<file path="src/rtl/core/bpsd_pkg.sv">
// Shared types and constants for the BMP pixel stream decoder.
`timescale 1ns / 1ps

package bpsd_pkg;

   // Default image size limits.
   localparam int unsigned DEF_MAX_WIDTH  = 4096;
   localparam int unsigned DEF_MAX_HEIGHT = 4096;

   // Header byte positions.
   localparam logic [5:0] HDR_WIDTH_FIRST  = 6'd18;
   localparam logic [5:0] HDR_HEIGHT_FIRST = 6'd22;
   localparam logic [5:0] HDR_HEIGHT_LAST  = 6'd25;
   localparam logic [5:0] HDR_LAST_BYTE    = 6'd53;

   // Result kinds.
   localparam logic KIND_PIXEL = 1'b0;
   localparam logic KIND_ERROR = 1'b1;

   typedef enum logic [1:0] {
      PH_HEADER = 2'd0,
      PH_PIXELS = 2'd1,
      PH_DONE   = 2'd2
   } phase_type;

   typedef enum logic [1:0] {
      BYTE_BLUE  = 2'd0,
      BYTE_GREEN = 2'd1,
      BYTE_RED   = 2'd2
   } pix_byte_type;

endpackage

</file>
<file path="src/rtl/core/bmp_pixel_stream_decoder.sv">
// Top level of the BMP pixel stream decoder: header parse, pixel assembly, result register.
`timescale 1ns / 1ps
// A result is presented in the cycle after the request that completes it is accepted.
// Throughput: one byte request per cycle; the result register is refilled in the same cycle
// it is drained, so a request is only held off while a result waits under rsp_stall.
// The parse state and the result register update together from the accepted byte.
// Reset is synchronous and active high; it clears the parse state and the result valid flag,
// after which the decoder expects header byte 0 without needing a start mark.
module bmp_pixel_stream_decoder
   import bpsd_pkg::*;
#(
   parameter int unsigned MAX_WIDTH  = DEF_MAX_WIDTH,
   parameter int unsigned MAX_HEIGHT = DEF_MAX_HEIGHT
) (
   input  logic        clock,
   input  logic        reset,

   input  logic        req_valid,
   output logic        req_stall,
   input  logic [7:0]  req_data_byte,
   input  logic        req_start_of_file,

   output logic        rsp_valid,
   input  logic        rsp_stall,
   output logic        rsp_kind,
   output logic [7:0]  rsp_red,
   output logic [7:0]  rsp_green,
   output logic [7:0]  rsp_blue,
   output logic [11:0] rsp_row,
   output logic [11:0] rsp_column,
   output logic        rsp_last_pixel
);

   // Counters are sized to hold the largest legal dimension.
   localparam int unsigned CW = $clog2(MAX_WIDTH + 1);
   localparam int unsigned RW = $clog2(MAX_HEIGHT + 1);

   // Parse state.
   phase_type    phase_ff,    phase_in;
   logic [5:0]   hdr_cnt_ff,  hdr_cnt_in;
   logic [31:0]  width_ff,    width_in;
   logic [31:0]  height_ff,   height_in;
   logic [CW-1:0] col_ff,     col_in;
   logic [RW-1:0] row_cnt_ff, row_cnt_in;
   pix_byte_type pix_byte_ff, pix_byte_in;
   logic [7:0]   blue_ff,     blue_in;
   logic [7:0]   green_ff,    green_in;
   logic [1:0]   pad_ff,      pad_in;

   // Result register.
   logic         valid_ff,    valid_in;
   logic         kind_ff,     kind_in;
   logic [7:0]   red_ff,      red_in;
   logic [7:0]   green_o_ff,  green_o_in;
   logic [7:0]   blue_o_ff,   blue_o_in;
   logic [11:0]  row_ff,      row_in;
   logic [11:0]  column_ff,   column_in;
   logic         last_ff,     last_in;

   // Working signals.
   logic         req_fire;
   logic         emit;
   logic         emit_last;
   phase_type    phase_cur;
   logic [5:0]   hdr_cur;
   logic [31:0]  width_cur;
   logic [31:0]  height_cur;
   logic [1:0]   hdr_sel;
   logic         dims_bad;
   logic         row_end;
   logic [31:0]  flip_row;

   // A request is held only while a finished result waits for the consumer.
   assign req_stall = valid_ff & rsp_stall;
   assign req_fire  = req_valid & ~req_stall;

   always_comb begin
      // A start mark makes this byte header byte 0 of a fresh parse.
      phase_cur  = req_start_of_file ? PH_HEADER : phase_ff;
      hdr_cur    = req_start_of_file ? 6'd0 : hdr_cnt_ff;
      width_cur  = req_start_of_file ? 32'd0 : width_ff;
      height_cur = req_start_of_file ? 32'd0 : height_ff;

      phase_in    = phase_ff;
      hdr_cnt_in  = hdr_cnt_ff;
      width_in    = width_ff;
      height_in   = height_ff;
      col_in      = col_ff;
      row_cnt_in  = row_cnt_ff;
      pix_byte_in = pix_byte_ff;
      blue_in     = blue_ff;
      green_in    = green_ff;
      pad_in      = pad_ff;

      emit       = 1'b0;
      emit_last  = 1'b0;
      kind_in    = KIND_PIXEL;
      red_in     = 8'd0;
      green_o_in = 8'd0;
      blue_o_in  = 8'd0;
      row_in     = 12'd0;
      column_in  = 12'd0;
      hdr_sel    = 2'd0;
      dims_bad   = 1'b0;
      row_end    = 1'b0;
      flip_row   = height_ff - 32'd1 - 32'(row_cnt_ff);

      if (req_fire) begin
         case (phase_cur)
            PH_HEADER: begin
               phase_in  = PH_HEADER;
               width_in  = width_cur;
               height_in = height_cur;
               // Width and height arrive little-endian, one byte per request.
               if (hdr_cur >= HDR_WIDTH_FIRST && hdr_cur < HDR_HEIGHT_FIRST) begin
                  hdr_sel = 2'(hdr_cur - HDR_WIDTH_FIRST);
                  width_in[{hdr_sel, 3'b000} +: 8] = req_data_byte;
               end else if (hdr_cur >= HDR_HEIGHT_FIRST && hdr_cur <= HDR_HEIGHT_LAST) begin
                  hdr_sel = 2'(hdr_cur - HDR_HEIGHT_FIRST);
                  height_in[{hdr_sel, 3'b000} +: 8] = req_data_byte;
               end
               // Negative sizes have bit 31 set and so fail the upper bound too.
               dims_bad = (width_in == 32'd0) || (width_in > 32'(MAX_WIDTH)) ||
                          (height_in == 32'd0) || (height_in > 32'(MAX_HEIGHT));
               if (hdr_cur == HDR_HEIGHT_LAST && dims_bad) begin
                  phase_in   = PH_DONE;
                  hdr_cnt_in = hdr_cur;
                  emit       = 1'b1;
                  emit_last  = 1'b1;
                  kind_in    = KIND_ERROR;
               end else if (hdr_cur >= HDR_LAST_BYTE) begin
                  phase_in    = PH_PIXELS;
                  hdr_cnt_in  = hdr_cur;
                  col_in      = '0;
                  row_cnt_in  = '0;
                  pix_byte_in = BYTE_BLUE;
                  pad_in      = 2'd0;
               end else begin
                  hdr_cnt_in = hdr_cur + 6'd1;
               end
            end
            PH_PIXELS: begin
               if (pad_ff != 2'd0) begin
                  pad_in = pad_ff - 2'd1;
               end else begin
                  case (pix_byte_ff)
                     BYTE_BLUE: begin
                        blue_in     = req_data_byte;
                        pix_byte_in = BYTE_GREEN;
                     end
                     BYTE_GREEN: begin
                        green_in    = req_data_byte;
                        pix_byte_in = BYTE_RED;
                     end
                     default: begin
                        row_end    = (32'(col_ff) + 32'd1) == width_ff;
                        emit_last  = row_end && ((32'(row_cnt_ff) + 32'd1) == height_ff);
                        emit       = 1'b1;
                        red_in     = req_data_byte;
                        green_o_in = green_ff;
                        blue_o_in  = blue_ff;
                        row_in     = flip_row[11:0];
                        column_in  = 12'(32'(col_ff));
                        pix_byte_in = BYTE_BLUE;
                        if (emit_last) begin
                           phase_in = PH_DONE;
                        end else if (row_end) begin
                           col_in     = '0;
                           row_cnt_in = row_cnt_ff + 1'b1;
                           // Rows are padded to four bytes: width mod 4 extra bytes.
                           pad_in     = width_ff[1:0];
                        end else begin
                           col_in = col_ff + 1'b1;
                        end
                     end
                  endcase
               end
            end
            default: begin
               // Done: bytes are dropped until the next start mark.
               phase_in = PH_DONE;
            end
         endcase
      end

      last_in  = emit_last;
      valid_in = emit ? 1'b1 : (valid_ff & rsp_stall);
   end

   always_ff @(posedge clock) begin
      if (reset) begin
         phase_ff    <= PH_HEADER;
         hdr_cnt_ff  <= 6'd0;
         width_ff    <= 32'd0;
         height_ff   <= 32'd0;
         col_ff      <= '0;
         row_cnt_ff  <= '0;
         pix_byte_ff <= BYTE_BLUE;
         pad_ff      <= 2'd0;
         valid_ff    <= 1'b0;
      end else begin
         phase_ff    <= phase_in;
         hdr_cnt_ff  <= hdr_cnt_in;
         width_ff    <= width_in;
         height_ff   <= height_in;
         col_ff      <= col_in;
         row_cnt_ff  <= row_cnt_in;
         pix_byte_ff <= pix_byte_in;
         pad_ff      <= pad_in;
         valid_ff    <= valid_in;
      end
   end

   // Held color bytes and the result payload need no reset.
   always_ff @(posedge clock) begin
      blue_ff  <= blue_in;
      green_ff <= green_in;
      if (emit) begin
         kind_ff    <= kind_in;
         red_ff     <= red_in;
         green_o_ff <= green_o_in;
         blue_o_ff  <= blue_o_in;
         row_ff     <= row_in;
         column_ff  <= column_in;
         last_ff    <= last_in;
      end
   end

   assign rsp_valid      = valid_ff;
   assign rsp_kind       = kind_ff;
   assign rsp_red        = red_ff;
   assign rsp_green      = green_o_ff;
   assign rsp_blue       = blue_o_ff;
   assign rsp_row        = row_ff;
   assign rsp_column     = column_ff;
   assign rsp_last_pixel = last_ff;

`ifndef SYNTHESIS
   // While pixels stream, the column stays inside the validated width.
   a_col_in_range: assert property (@(posedge clock) disable iff (reset)
      (phase_ff == PH_PIXELS) |-> (32'(col_ff) < width_ff))
      else $error("column counter outside image width");

   // An error result always closes the file and carries a zero position.
   a_error_shape: assert property (@(posedge clock) disable iff (reset)
      (valid_ff && kind_ff == KIND_ERROR) |-> (last_ff && row_ff == 12'd0 &&
                                               column_ff == 12'd0))
      else $error("error result with pixel fields");

   // Emitting the final pixel or an error moves the parse to done.
   a_last_ends_parse: assert property (@(posedge clock) disable iff (reset)
      (emit && emit_last) |=> (phase_ff == PH_DONE))
      else $error("parse continued after final result");

   // A new result is only loaded when the result register is free.
   a_no_overwrite: assert property (@(posedge clock) disable iff (reset)
      emit |-> !(valid_ff && rsp_stall))
      else $error("result register overwritten while stalled");
`endif

endmodule

</file>
<file path="config.mk">
export PLATFORM = sky130hd
export DESIGN_NAME = bmp_pixel_stream_decoder
export DESIGN_NICKNAME = d
export VERILOG_FILES = /design/src/rtl/core/bpsd_pkg.sv /design/src/rtl/core/bmp_pixel_stream_decoder.sv
export SDC_FILE = /design/constraint.sdc
export NUM_CORES = 1
export LEC_CHECK = 0
export BUFFER_PORTS_ARGS = -buffer_cell sky130_fd_sc_hd__buf_2
export CORE_UTILIZATION = 30
export DETAILED_ROUTE_END_ITERATION = 10
export SLEW_MARGIN = 20
export SYNTH_ARGS = -nofsm -noshare
export SYNTH_HDL_FRONTEND = slang
export SYNTH_SLANG_ARGS = --single-unit
</file>
<file path="constraint.sdc">
create_clock -name clock -period 14.09 [get_ports clock]
set_input_delay 0.7045 -clock clock [delete_from_list [all_inputs] [get_ports clock]]
set_output_delay 0.7045 -clock clock [all_outputs]
set_load 0.05 [all_outputs]
</file>
## Yosys cells after proc, flatten, opt, wreduce, memory -nomap -nowiden

Index checks and enable logic that the tools add are counted.

| storage, ports and cells | value |
|---|---|
| flip-flop bits (word level) | 169 |
| input port bits | 13 |

| operators by class | value |
|---|---|
| $add $sub $neg | 12 |
| shift-type cells | 4 |
| bitwise logic cells | 6 |
| magnitude comparators | 7 |
| multiplexer cells | 52 |
| reductions and logical operators | 23 |
| equality and inequality tests | 15 |

Operators by type and width:

| kind | count |
|---|---|
| 32-bit two-way mux | 9 |
| 13-bit two-way mux | 10 |
| 32-bit bitwise mux | 2 |
| 14-bit by 32-bit equality test with 1-bit output | 2 |
| 32-bit by 13-bit greater-than comparator with 1-bit output, second input constant | 2 |
| 32-bit logical NOT | 2 |
| 8-bit by 7-bit variable shift with 32-bit output, first input constant | 2 |
| 8-bit by 7-bit indexed part select with 32-bit output | 2 |
| 13-bit case mux with 2 select lines | 2 |
| 13-bit by 1-bit adder with 14-bit output, second input constant | 2 |
| 13-bit by 1-bit adder with 13-bit output, second input constant | 2 |
| 2-bit two-way mux | 12 |
| 6-bit two-way mux | 3 |
| 2-bit case mux with 2 select lines | 4 |
| 2-bit != test, second input constant | 7 |
| 5-bit negator with 7-bit output | 2 |
| 7-bit AND reduction | 2 |
| 6-bit by 5-bit >= comparator with 1-bit output, second input constant | 2 |
| 4-bit AND reduction | 3 |
| 12-bit by 1-bit subtractor with 12-bit output, second input constant | 1 |
| 12-bit subtractor | 1 |
| 3-bit != test, second input constant | 3 |
| 1-bit two-way mux | 8 |
| 8-bit AND reduction | 1 |
| 19 further kinds | 33 |

## Depth between registers and ports, before layout

| depth | value |
|---|---|
| depth after elaboration | 17 |
| depth in mapped cells | 15 |
| gate-level depth less buffers | 12 |

## Least setup slack after synthesis

OpenSTA, ideal clock, no wires.

| timing | value |
|---|---|
| kind | input -> register |
| from | in req_start_of_file |
| to | reg blue_o_ff[0], in the netlist rsp_blue[0], enable pin |
| data arrival time | 4562 ps |
| stages | 14 |
| required time | 13686 ps |
| path slack | 9124 ps |
| setup time | 404 ps |
| cells stage by stage | buf_2 > clkbuf_1 > nor2b_1 > inv_1 > ha_1 > nor3b_1 > a211oi_2 > a32oi_2 > o21ai_0 > a221oi_1 > a2111oi_1 > a31oi_2 > a21oi_1 > inv_1 |

| between the ends | value |
|---|---|
| cells in the longest elaborated chain, start to end | 16 |
| elaborated cells on any way between the ends | 41 |
| those cells by class | 4 x add/sub; 6 x order compare; 2 x eq/ne; 4 x shift; 16 x mux; 9 x reduce/logical |

RTL lines:

| item | line | text |
|---|---|---|
| from (decl) | bmp_pixel_stream_decoder.sv:21 | `input logic req_start_of_file,` |
| 6-bit two-way mux | bmp_pixel_stream_decoder.sv:80 | `hdr_cur = req_start_of_file ? 6'd0 : hdr_cnt_ff;` |
| 2-bit subtractor | bmp_pixel_stream_decoder.sv:116, bmp_pixel_stream_decoder.sv:119 |  |
| 5-bit negator with 7-bit output | bmp_pixel_stream_decoder.sv:117, bmp_pixel_stream_decoder.sv:120 |  |
| 8-bit by 7-bit indexed part select with 32-bit output / 8-bit by 7-bit variable shift with 32-bit output (equally long branches) | bmp_pixel_stream_decoder.sv:117, bmp_pixel_stream_decoder.sv:120 |  |
| 32-bit bitwise mux, on equally long branches | bmp_pixel_stream_decoder.sv:117, bmp_pixel_stream_decoder.sv:120 |  |
| 32-bit two-way mux, on equally long branches | bmp_pixel_stream_decoder.sv:115, bmp_pixel_stream_decoder.sv:118 |  |
| 32-bit two-way mux, on equally long branches | bmp_pixel_stream_decoder.sv:109, bmp_pixel_stream_decoder.sv:115 |  |
| 32-bit two-way mux, on equally long branches | bmp_pixel_stream_decoder.sv:108, bmp_pixel_stream_decoder.sv:109 |  |
| 32-bit by 13-bit greater-than comparator with 1-bit output, or another cell as far along | bmp_pixel_stream_decoder.sv:123 | `dims_bad = (width_in == 32'd0) \|\| (width_in > 32'(MAX_WIDTH)) \|\|` |
| 1-bit logical OR / 32-bit logical NOT (equally long branches) | bmp_pixel_stream_decoder.sv:123, bmp_pixel_stream_decoder.sv:124 |  |
| 1-bit logical OR | bmp_pixel_stream_decoder.sv:123 |  |
| 1-bit logical OR | bmp_pixel_stream_decoder.sv:124 | `(height_in == 32'd0) \|\| (height_in > 32'(MAX_HEIGHT));` |
| 1-bit logical AND | bmp_pixel_stream_decoder.sv:125 | `if (hdr_cur == HDR_HEIGHT_LAST && dims_bad) begin` |
| 1-bit two-way mux | bmp_pixel_stream_decoder.sv:125 |  |
| 1-bit case mux with 2 select lines * | bmp_pixel_stream_decoder.sv:109 | `case (phase_cur)` |
| 1-bit two-way mux * | bmp_pixel_stream_decoder.sv:108 | `if (req_fire) begin` |
| net emit | bmp_pixel_stream_decoder.sv:62 | `logic emit;` |
| to (signal assigned) | bmp_pixel_stream_decoder.sv:222 | `blue_o_ff <= blue_o_in;` |
| to (decl) | bmp_pixel_stream_decoder.sv:55 | `logic [7:0] blue_o_ff, blue_o_in;` |

Mark *: on every way through the listed nets, which the timed path passes. The rest lies on a longest branch. The select of a mux whose other input is x is not followed.
A chain may end at the register's enable or synchronous reset.

## Final worst setup path

| timing | value |
|---|---|
| from | in req_start_of_file |
| to | reg column_ff[4], in the netlist rsp_column[4], enable pin |

| between the ends | value |
|---|---|
| cells in the longest elaborated chain, start to end | 16 |
| elaborated cells on any way between the ends | 41 |
| those cells by class | 4 x add/sub; 6 x order compare; 2 x eq/ne; 4 x shift; 16 x mux; 9 x reduce/logical |

RTL lines:

| item | line | text |
|---|---|---|
| 6-bit two-way mux | bmp_pixel_stream_decoder.sv:80 |  |
| 2-bit subtractor | bmp_pixel_stream_decoder.sv:116, bmp_pixel_stream_decoder.sv:119 |  |
| 5-bit negator with 7-bit output | bmp_pixel_stream_decoder.sv:117, bmp_pixel_stream_decoder.sv:120 |  |
| 8-bit by 7-bit indexed part select with 32-bit output / 8-bit by 7-bit variable shift with 32-bit output (equally long branches) | bmp_pixel_stream_decoder.sv:117, bmp_pixel_stream_decoder.sv:120 |  |
| 32-bit bitwise mux, on equally long branches | bmp_pixel_stream_decoder.sv:117, bmp_pixel_stream_decoder.sv:120 |  |
| 32-bit two-way mux, on equally long branches | bmp_pixel_stream_decoder.sv:115, bmp_pixel_stream_decoder.sv:118 |  |
| 32-bit two-way mux, on equally long branches | bmp_pixel_stream_decoder.sv:109, bmp_pixel_stream_decoder.sv:115 |  |
| 32-bit two-way mux, on equally long branches | bmp_pixel_stream_decoder.sv:108, bmp_pixel_stream_decoder.sv:109 |  |
| 32-bit by 13-bit greater-than comparator with 1-bit output, or another cell as far along | bmp_pixel_stream_decoder.sv:123 |  |
| 1-bit logical OR / 32-bit logical NOT (equally long branches) | bmp_pixel_stream_decoder.sv:123, bmp_pixel_stream_decoder.sv:124 |  |
| 1-bit logical OR | bmp_pixel_stream_decoder.sv:123 |  |
| 1-bit logical OR | bmp_pixel_stream_decoder.sv:124 |  |
| 1-bit logical AND | bmp_pixel_stream_decoder.sv:125 |  |
| 1-bit two-way mux | bmp_pixel_stream_decoder.sv:125 |  |
| 1-bit case mux with 2 select lines * | bmp_pixel_stream_decoder.sv:109 |  |
| 1-bit two-way mux * | bmp_pixel_stream_decoder.sv:108 |  |
| net emit | bmp_pixel_stream_decoder.sv:62 |  |
| to (signal assigned) | bmp_pixel_stream_decoder.sv:224 | `column_ff <= column_in;` |
| to (decl) | bmp_pixel_stream_decoder.sv:57 | `logic [11:0] column_ff, column_in;` |

Marks and branches as above.

==> results.md <==
- In this run the most critical hold path is launched from pix_byte_ff[0]$_SDFFE_PP0P_.
- The category of the worst setup path capture point is a flip-flop.
- Once the floorplan was initialized, standard cells occupied 30.5% of the core.
- The die extent in x is 173 µm.
- The largest fanout on the critical path is 50.
- Cells with a size suffix above 1 make up 12.4% of the layout.
- The height of the die is 173 µm.
- The filler-free cell count of the finished design is 1,365.
- The library cell used as clock root buffer is sky130_fd_sc_hd__clkbuf_16.
- The distinct cell type count after synthesis is 81.
- On the critical path, the stage with the largest delay is an instance of sky130_fd_sc_hd__clkinv_2.
- Entering global routing, the biggest net connects 80 pins.
- The most used flip-flop cell after synthesis is sky130_fd_sc_hd__dfxtp_1.
- The internal portion of total power is 749 µW.
- Global routing used 15.1% of the available tracks across all layers.
- The endpoint of the most critical register-to-register path is rsp_column[4]$_SDFFCE_PP0P_.
- The number of register bits inferred by synthesis is 169.
- Setup violations remaining at the end of the flow were counted as 0.
- The via count is 7,271.
- During placement, the flow inserted port buffers numbering 64.
- Sorting the synthesized cells by how often they occur yields sky130_fd_sc_hd__nor2_1 (123), sky130_fd_sc_hd__dfxtp_1 (103), sky130_fd_sc_hd__edfxtp_1 (66), sky130_fd_sc_hd__a22oi_1 (64), sky130_fd_sc_hd__and3_1 (56).
- The clock insertion delay at the later pin of the skew report is 0.44 ns.
- The die covers 0.0300 mm².
- In this run the mean area of a mapped cell was 9.29 µm².
- The remaining global-route overflow is 0.
- The number of optimization iterations in the first detailed-route pass is 8.
- Counting instances, the worst hold path has a depth of 1.
- The worst register-to-register path has a setup slack of 8.92 ns.
- STA classifies the critical path startpoint as an input pin.
- The power density of the placed cells is 101 mW/mm².
- The combined area of all synthesized cells is 0.00878 mm².
- The transition time of the tightest slew-check pin is 1.04 ns.
- The source of the worst register-to-register timing path is hdr_cnt_ff[1]$_SDFFE_PP0P_.
- The remaining number of nets flagged by the antenna check after routing is 0.
- For the finished layout, the period the worst path requires is 5.33 ns.
- The placed wire-length estimate after detailed placement is 15.5 mm.
- The arrival time of data at the critical path endpoint is 5.24 ns.
- The number of hold-slack violations in the final timing report is 0.
- The global-route wire length before repair is 36.0 mm.
- Hold repair after CTS inserted 0 buffers.
- On the final layout, the worst clock skew is 0.0141 ns.
- The clock network is responsible for 46.0% of the overall power.
- The final critical path takes up 37.8% of the cycle.
- The max-cap violation count is 0.
- The net count of the mapped netlist is 979.
- Clock tree synthesis found a total of 169 sinks.
- The floorplan step defined a core boundary enclosing 0.0288 mm².
- The CTS tree is done.
- Sequential cells burn 50.4% of the power.
- sky130_fd_sc_hd__nor2_1 is the most common cell in the netlist.
- From synthesis to final layout, the design area changed by 13.1%.
- The average routed wire per standard cell is 16.6 µm.
- The class of the most critical hold timing path is reg2reg.
- The site row count is 62.
- The number of antenna violations at the first check in global routing came to 1.
- The worst hold path terminates at pix_byte_ff[0]$_SDFFE_PP0P_.
- The DRC violation total after the first TritonRoute iteration is 555.
- Summing the sequential cell areas from Yosys gives 46.1% of the chip area.
- The number of nets in the layout is 1,001.
- After clock tree synthesis, the clock-pin slew on the worst setup and hold paths is 0.06 ns.
- The setup fix buffers added after clock tree synthesis is 0.
- The number of placed cells counting well taps is 1,332.
- The largest single stage delay on the critical path is 0.75 ns.
- The global placement routability congestion is 0.868.
- The leakage power total is 3.47 nW.
- The final number of max-transition violations is 0.
- The maximum operating frequency is 188 MHz.
- The H-tree was split into 4 levels.
- The count of yosys warnings during synthesis is 0.
- The worst setup path is of the in2reg kind.
- Synthesis produced 945 cells.
- No sink is reached through more buffers than the 2 on the longest clock path.
- The worst IR drop on VDD is 0.0000629 V.
- In this run switching power makes up 25.4% of total power.
- Of the post-synthesis cell area, the dominant cell type holds 23.5%.
- Counting flops with a built-in enable in the synthesized netlist gives 66.
- The path depth of the worst reg2reg path is 12.
- The setup TNS is 0 ns.
- The post-synthesis cell type with the largest combined area is sky130_fd_sc_hd__dfxtp_1.
- For this run, design rule violations remaining after detail routing come to 0.
- The wire length after detailed routing is 22.7 mm.
- Setup repair after global routing left no endpoint under its margin.
- The total of fill cells in the finished design is 2,921.
- The worst pin sits at a relative slew slack of 30.7%.
- During I/O placement, the number of pins put on the boundary was 65.
- The required time at the endpoint of the critical path is 14.00 ns.
- The number of buffers created by CTS is 17.
- The signal on the critical path passes through buf_2 -> buf_4 -> nor2b_1 -> inv_1 -> ha_1 -> nor3b_1 -> a211oi_2 -> a32oi_2 -> nand2_1 -> xor2_1 -> a2111oi_1 -> a31oi_2 -> a21oi_1 -> clkinv_2.
- The switching power is 255 µW.
- The share of total power dissipated in combinational logic is 3.6%.
- Counting flops with an async set or reset pin after synthesis yields a share of 0%.
- Ranked by total cell area, the synthesized netlist is headed by sky130_fd_sc_hd__dfxtp_1 (23%), sky130_fd_sc_hd__edfxtp_1 (23%), sky130_fd_sc_hd__a22oi_1 (5.5%).
- In the routed layout, each cell is associated on average with a via count of 5.33.
- The number of resized instances in the post-cts repair step is 0.
- The run finished with clean final reports.
- The number of global-route vias before repair is 6,485.
==> worst max-delay path by stage <==
| stage | end | slack [ns] | cells after the start | from |
|---|---|---|---|---|
| floorplan | rsp_blue[0]$_SDFFCE_PP0P_ | 9.12 | 14 | req_start_of_file |
| global placement | rsp_red[4]$_SDFFCE_PP0P_ | 8.77 | 14 | req_start_of_file |
| detailed placement | rsp_red[4]$_SDFFCE_PP0P_ | 8.63 | 14 | req_start_of_file |
| CTS | rsp_column[1]$_SDFFCE_PP0P_ | 9.09 | 14 | req_start_of_file |
| global route | rsp_row[9]$_SDFFCE_PP0P_ | 8.16 | 14 | req_start_of_file |
| finish | rsp_column[4]$_SDFFCE_PP0P_ | 8.76 | 14 | req_start_of_file |
==> final cells by class <==
cell class	instances	area [µm²]	share of cell area, %
Inverter	32	121	1.22
Multi-Input combinational cell	677	4330	43.6
Clock buffer	17	425	4.28
Timing Repair Buffer	70	365	3.68
Clock inverter	15	160	1.61
Antenna cell	1	2.50	0.0252
Tap cell	384	480	4.84
Sequential cell	169	4040	40.7
==> metrics by stage <==
stage	util [%]	power (mW)	setup slack [ns]	hold slack [ns]	cell area [µm²]
final	34.5	1.00	8.76	0.493	9930
after global routing	34.5	1.04	8.16	0.524	9930
after CTS	34.5	1.01	9.09	0.502	9930
after detailed placement	32.5	0.553	8.63	0.483	9340
after global placement	32.5	0.553	8.77	0.482	9340
after floorplan	-	0.539	9.12	0.460	8780
==> critical path: cells and delay by family <==
kind | cells | cell delay, ns
XOR/XNOR | 1 | 0.14
AND/OR/NAND/NOR | 3 | 1.18
adder cells (fa/ha/maj) | 1 | 0.30
AO/OA/AOI/OAI | 5 | 1.63
buffers and inverters | 4 | 1.25
==> kinds of logic after synthesis <==
family / synth area share, %
buffers and inverters: 4.66
and+or+nand+nor: 22.0
AOI/OAI and AO/OA: 20.0
muxes: 0.342
xor gates and xnor gates: 3.89
adders and majority gates: 3.08
DFF: 46.1
==> state kept, by name, indices dropped and copies added (netlist names) <==
| signal | count |
|---|---|
| blue_ff | 8 |
| col_ff | 13 |
| green_ff | 8 |
| hdr_cnt_ff | 6 |
| height_ff | 32 |
| pad_ff | 2 |
| phase_ff | 2 |
| pix_byte_ff | 2 |
| row_cnt_ff | 13 |
| rsp_blue | 8 |
| rsp_column | 12 |
| rsp_green | 8 |
| rsp_kind | 1 |
| rsp_last_pixel | 1 |
| rsp_red | 8 |
| rsp_row | 12 |
| rsp_valid | 1 |
| width_ff | 32 |
==> cell usage in the layout (no fill, tap or decap), drive strengths merged, types with 8 or more instances in the layout <==
master / instances
nor2: 123
nand2b: 14
ha: 20
buf: 70
clkbuf: 17
nand2: 45
nand3: 17
or3: 11
nor2b: 12
edfxtp: 66
o21ai: 46
xor2: 17
a22oi: 64
and3: 57
a211oi: 11
a21oi: 36
dfxtp: 103
a31oi: 10
inv: 38
nor4: 18
xnor2: 22
nor3: 19
o22a: 8
nand4: 24
==> power groups by stage <==
stage	sequential (mW)	combinational [mW]	clock (mW)
after floorplan	0.517	0.0224	0
after global placement	0.517	0.0357	0
after detailed placement	0.517	0.0355	0
after CTS	0.506	0.0357	0.470
after global routing	0.506	0.0387	0.492
final	0.506	0.0359	0.462
==> per-layer routing <==
metal  part of all wire (%)  GRT usage [%]
met5                      0              0
met4                    2.1           5.94
met3                    5.8           2.99
met2                     45           22.9
met1                     48           21.1
Power figures use the tool's default switching activity.
